`src/design/ttv_pkg.sv`:
```
// ----------------------------------------------------------------------------
// ttv_pkg
// Types and constants for the triangle tangent block.
// ----------------------------------------------------------------------------
package ttv_pkg;

    typedef struct packed {
        logic signed [31:0] pos_x;
        logic signed [31:0] pos_y;
        logic signed [31:0] pos_z;
        logic signed [31:0] tex_u;
        logic signed [31:0] tex_v;
    } t_in;

    typedef struct packed {
        logic signed [31:0] tangent_x;
        logic signed [31:0] tangent_y;
        logic signed [31:0] tangent_z;
        logic               degenerate;
    } t_out;

    // controller commands to datapath
    typedef struct packed {
        logic hold0;     // capture corner 0
        logic hold1;     // capture corner 1
        logic load;      // capture corner 2, form deltas
        logic mul_a;     // multiply step 1
        logic mul_b;     // multiply step 2
        logic sub;       // form det and numerators
        logic div_init;  // start divide on lane
        logic div_step;  // one quotient bit
        logic div_done;  // store lane result
        logic [1:0] lane;
        logic emit;      // move results to output register
    } t_cmd;

    typedef struct packed {
        logic det_zero;
        logic out_busy;
    } t_sts;

    localparam int DIV_BITS = 67;

endpackage

```
`src/design/ttv_ctrl.sv`:
```
// ----------------------------------------------------------------------------
// ttv_ctrl
// Corner counting and sequencing of the multiply and divide steps.
// ----------------------------------------------------------------------------
module ttv_ctrl
    import ttv_pkg::*;
#(
    parameter int STEPS = 64
) (
    input  logic i_clk,
    input  logic i_rst_n,
    input  logic i_valid,
    output logic o_stall,
    input  t_sts i_sts,
    output t_cmd o_cmd
);

    typedef enum logic [6:0] {
        S_C0   = 7'b0000001,
        S_C1   = 7'b0000010,
        S_C2   = 7'b0000100,
        S_MULA = 7'b0001000,
        S_MULB = 7'b0010000,
        S_SUB  = 7'b0100000,
        S_DIV  = 7'b1000000
    } t_state;

    localparam int CW = $clog2(STEPS + 1);

    t_state        r_state, n_state;
    logic [CW-1:0] r_cnt, n_cnt;
    logic [1:0]    r_lane, n_lane;
    logic          acc;

    assign o_stall = !(r_state == S_C0 || r_state == S_C1 || r_state == S_C2);
    assign acc     = i_valid && !o_stall;

    always_comb begin
        n_state = r_state;
        n_cnt   = r_cnt;
        n_lane  = r_lane;
        o_cmd   = '0;
        o_cmd.lane = r_lane;
        unique case (r_state)
            S_C0: begin
                o_cmd.hold0 = acc;
                if (acc) n_state = S_C1;
            end
            S_C1: begin
                o_cmd.hold1 = acc;
                if (acc) n_state = S_C2;
            end
            S_C2: begin
                o_cmd.load = acc;
                if (acc) n_state = S_MULA;
            end
            S_MULA: begin
                o_cmd.mul_a = 1'b1;
                n_state = S_MULB;
            end
            S_MULB: begin
                o_cmd.mul_b = 1'b1;
                n_state = S_SUB;
            end
            S_SUB: begin
                o_cmd.sub = 1'b1;
                n_state = S_DIV;
                n_cnt   = '0;
                n_lane  = 2'd0;
            end
            S_DIV: begin
                if (i_sts.det_zero || r_lane == 2'd3) begin
                    if (!i_sts.out_busy) begin
                        o_cmd.emit = 1'b1;
                        n_state = S_C0;
                    end
                end else if (r_cnt == '0) begin
                    o_cmd.div_init = 1'b1;
                    n_cnt = CW'(1);
                end else if (r_cnt == CW'(STEPS + 1 - 1) + CW'(1)) begin
                    o_cmd.div_done = 1'b1;
                    n_cnt  = '0;
                    n_lane = r_lane + 2'd1;
                end else begin
                    o_cmd.div_step = 1'b1;
                    n_cnt = r_cnt + CW'(1);
                end
            end
            default: n_state = S_C0;
        endcase
    end

    always_ff @(posedge i_clk) begin
        if (!i_rst_n) begin
            r_state <= S_C0;
            r_cnt   <= '0;
            r_lane  <= '0;
        end else begin
            r_state <= n_state;
            r_cnt   <= n_cnt;
            r_lane  <= n_lane;
        end
    end

endmodule

```
`config.mk`:
```
export PLATFORM = sky130hd
export DESIGN_NAME = ttv_ctrl
export DESIGN_NICKNAME = d
export VERILOG_FILES = /design/src/design/ttv_pkg.sv /design/src/design/ttv_ctrl.sv
export SDC_FILE = /design/constraint.sdc
export NUM_CORES = 1
export LEC_CHECK = 0
export BUFFER_PORTS_ARGS = -buffer_cell sky130_fd_sc_hd__buf_2
export CORE_ASPECT_RATIO = 1.2
export CORE_MARGIN = 8
export CORE_UTILIZATION = 40
export DETAILED_ROUTE_END_ITERATION = 8
export RECOVER_POWER = 25
export SYNTH_ARGS = -nofsm -noshare
export SYNTH_HDL_FRONTEND = slang
export SYNTH_SLANG_ARGS = --single-unit
```
`constraint.sdc`:
```
create_clock -name i_clk -period 4.1 [get_ports i_clk]
set_input_delay 1.025 -clock i_clk [delete_from_list [all_inputs] [get_ports i_clk]]
set_output_delay 1.025 -clock i_clk [all_outputs]
set_load 0.005 [all_outputs]
```
Word-level counts from Yosys, hierarchy flattened
Index checks and enable logic that the tools add are counted.
{"block": "word_totals", "n_memories": 0, "reg_bits": 16, "latchBits": 0, "word_cells": 61, "out_inout_bits": 13, "ram_bits": 0, "mem_bits_ro": 0}
{"block": "classes", "shifts": 0, "magnitude_cmp": 0, "n_reduce_logical": 10, "mux": 29, "div_mod_pow": 0, "bitwise": 0, "add_sub_neg": 2, "n_eq_ne": 17, "n_mul": 0}
{"op": "$mux 7", "n": 8}
{"op": "$pmux 7 s7", "n": 1}
{"op": "$ne 2x2->1 const B", "n": 8}
{"op": "$eq 7x7->1 const B", "n": 2}
{"op": "$pmux 7 s2", "n": 1}
{"op": "$mux 1", "n": 12}
{"op": "$mux 2", "n": 4}
{"op": "$add 7x1->7 const B", "n": 1}
{"op": "$eq 7x1->1 const B", "n": 1}
{"op": "$eq 7x2->1 const B", "n": 1}
{"op": "$eq 7x3->1 const B", "n": 1}
{"op": "$eq 7x4->1 const B", "n": 1}
{"op": "$eq 7x5->1 const B", "n": 1}
{"op": "$eq 7x6->1 const B", "n": 1}
{"op": "$logic_not 7->1", "n": 1}
{"op": "$mux 3", "n": 2}
{"op": "$reduce_and 5->1", "n": 1}
{"op": "$pmux 2 s2", "n": 1}
{"op": "$reduce_and 4->1", "n": 1}
{"op": "$logic_or 1x1->1", "n": 3}
{"op": "$add 2x1->2 const B", "n": 1}
{"op": "$eq 2x2->1 const B", "n": 1}
{"op": "$reduce_and 2->1", "n": 1}
{"op": "$reduce_bool 2->1", "n": 1}
{"op": "2 further kinds", "n": 2}

Longest topological paths before layout
{"block": "depth", "ltp_word": 6, "mapped_depth": 6}

Least setup slack after synthesis
No wires, ideal clock.
{"block": "synth_timing", "path_kind": "input-to-output", "from": "in i_sts[1] (netlist bit)", "to": "out o_cmd[4] (netlist bit)", "stages": 2, "slack_ns": 1.298, "arrival_ns": 1.777, "path_cell_list": "or2_2 a2111oi_4"}
{"element": "start, declared", "line": "ttv_ctrl.sv:14", "source": "input t_sts i_sts,"}
{"element": "end, declared", "line": "ttv_ctrl.sv:15", "source": "output t_cmd o_cmd"}

==> metrics <==
Peak VDD IR=171.1 uV; yosys warns=0; initial antenna violation count=0; Clock Skew=0.01152 ns; CP dominant cell by count=buf_2; Max Buffers Root-to-Sink=2; #FFs+latches synth=16; clock sinks=16; unrepaired setup endpoints after global routing=no; die extent in y=72.69 microns; nets=155; # hold bufs at CTS=0; minimum clock period=3.230 ns; # setup viols final=0; GRT Resource Usage Total=11.58%; vias in the first global route=1069; DRT Wirelength=2488 microns; Num CTS Buffers=3; n_diodes=0; FMAX=0.3096 GHz; Crit path max-delay family=compound AO/OA/AOI/OAI gates; run status=completed; Initial DRT Pass Iterations=4; period utilization=78.79%; largest net degree at the start of global routing=12; 1st-iter DRT viols=79; CP max-delay cell=a2111oi_4; CTS tree=built; sum of net half-perimeters after detailed placement=1911 microns; final hold vios=0; # fillers=275; worst stage delay on the critical path=0.54 ns; asr flop ratio synth=0%; Post-synth EDFFs=0; Via density=5.719; Die W=63.24 microns; setup TNS=0 ns; synthesized area=1071 sq um; worst-path maximum fanout=9; post-cts resize count=0; Crit Path Category=in -> out; Root Buffer=clkbuf_4; # DRC=0; syn avg cell area=8.367 sq um; Die ar.=4596 sq um; count of cell types in the netlist=46; Max Cap Viol=0; Syn-to-layout area delta=12.50%; worst-path cell chain=buf_2 > or2_2 > a2111oi_4 > buf_2; placed cell area=1170 sq um; Post-CTS Setup Bufs=0; Routed Antenna Nets=0; fin. max-slew vios=0; DR vias=1018; syn nets=137; Gate Count Post-Synth=128; I/O Buffers=17; Worst-Skew Late Latency=0.28 ns; crit path capture type=output port; design area=1205 sq um; Buf/Inv on CP=2; Starting Density=41.96%; first-pass GRT wire length=4478 microns; Critical Path RT=3.07 ns; H-tree depth=1; routability cong.=0.7719; PD cells=265.8 nW/um^2; overall power=0.3203 mW; worst slew pin tran=0.6734 ns; Leakage=0.4792 nW; ys flop type=dfxtp_1; Ports=18; Cell Rows=20; Seq/Total Area, Yosys=29.91%; layout cells sized above 1=17.24%; post-DR wirelength/cell=13.98 microns; Worst Path Arrival=2.21 ns; total grt overflow=0; core area=2552 sq um; Clk pin slew, worst setup/hold paths=0.10 ns; Worst Setup Start Kind=primary input; Rel. slew slack=54.91%; Worst Hold Class=reg -> reg; Hold WS=0.5655 ns
## Yosys cell counts, types with 2 or more instances
cell / count / area share (%)
nand3b_1: 5 / 3.5
o21ai_1: 3 / 1.4
a211oi_1: 4 / 2.8
nand4_1: 2 / 1.2
nor2_1: 7 / 2.5
nor2b_1: 3 / 1.8
nor3_1: 6 / 2.8
nand2b_1: 3 / 1.8
ha_1: 4 / 4.7
a21oi_1: 4 / 1.9
inv_1: 8 / 2.8
o211a_1: 2 / 1.9
nor4_1: 4 / 2.3
nand2_1: 10 / 3.5
a31oi_1: 3 / 1.8
nand3_1: 5 / 2.3
o21a_1: 2 / 1.4
o211ai_1: 3 / 2.1
and3_1: 3 / 1.8
nor4b_1: 3 / 2.5
o21ai_0: 3 / 1.4
or3_1: 2 / 1.2
dfxtp_1: 16 / 30
## tightest hold or removal path, stage by stage, from the launching register on
cell	delay, ns
dfxtp_1	0.37
nand2_1	0.07
a31oi_1	0.08
## worst paths after layout
kind / cells past startpoint / endpoint / slack (ns) / startpoint
setup / recovery: 4 / o_cmd[4] / 0.87 / i_sts[1]
hold / removal: 2 / r_cnt[5] / 0.57 / r_cnt[5]
setup reg to reg: 6 / r_cnt[3] / 1.92 / r_cnt[0]
hold reg to reg: 2 / r_cnt[5] / 0.57 / r_cnt[5]
## metal layers
layer | vias to the layer above | routed length, microns | GRT usage [%]
met3 | 2 | 72 | 3.072
met2 | 15 | 1271 | 20.98
met1 | 480 | 1129 | 12.56
met5 | - | 0 | 0
li1 | 521 | - | -
met4 | 0 | 15 | 4.467
## through the flow
| stage | std cells | utilization (%) | setup WS (ns) |
|---|---|---|---|
| 2_1_floorplan | 128 | - | 1.298 |
| 3_3_place_gp | 174 | 45.83 | 0.8912 |
| 3_5_place_dp | 174 | 45.83 | 0.8661 |
| 4_1_cts | 178 | 47.25 | 0.8661 |
| 5_1_grt | 178 | 47.21 | 0.6726 |
| 6_report | 178 | 47.21 | 0.8696 |
## power by group
part,switching [mW],internal [mW]
clock network,0.0490,0.0540
logic,0.0308,0.0205
registers,0.00688,0.159
## cells in the final DEF (no fill, tap or decap), types with 2 or more instances in the layout
cell type,n
nand2b_1,3
nand3b_1,5
or3_1,2
ha_1,4
nor2b_1,3
buf_2,16
and3_1,3
o21a_1,2
nor4b_1,3
nor3_1,6
a31oi_1,3
a21oi_1,4
nor2_1,7
nand3_1,5
a211oi_1,4
inv_1,8
dfxtp_1,16
o211ai_1,3
nand2_1,10
o21ai_0,5
nand4_1,2
nor4_1,4
o211a_1,2
clkbuf_4,3
## state kept, by name, indices dropped and copies added, names as in the netlist
name	cells
r_lane	2
r_cnt	7
r_state	7
## layout make-up
cell class | count | area (sq um) | area share [%]
multi-input combinational | 100 | 693.2 | 57.53
sequential | 16 | 320.3 | 26.58
timing repair buffer | 17 | 83.83 | 6.957
tap | 33 | 41.29 | 3.427
clock buffer | 4 | 36.28 | 3.011
inverter | 8 | 30.03 | 2.492
## kinds of logic after synthesis
logic type / count (synthesis) / synth area share [%]
simple gates: 60 / 33.76
compound gates: 34 / 24.42
flops: 16 / 29.91
buf+inv: 12 / 5.373
fa+ha+maj: 4 / 4.673
xor+xnor: 1 / 0.8179
mux: 1 / 1.051
(Power assumes the default switching activity.)
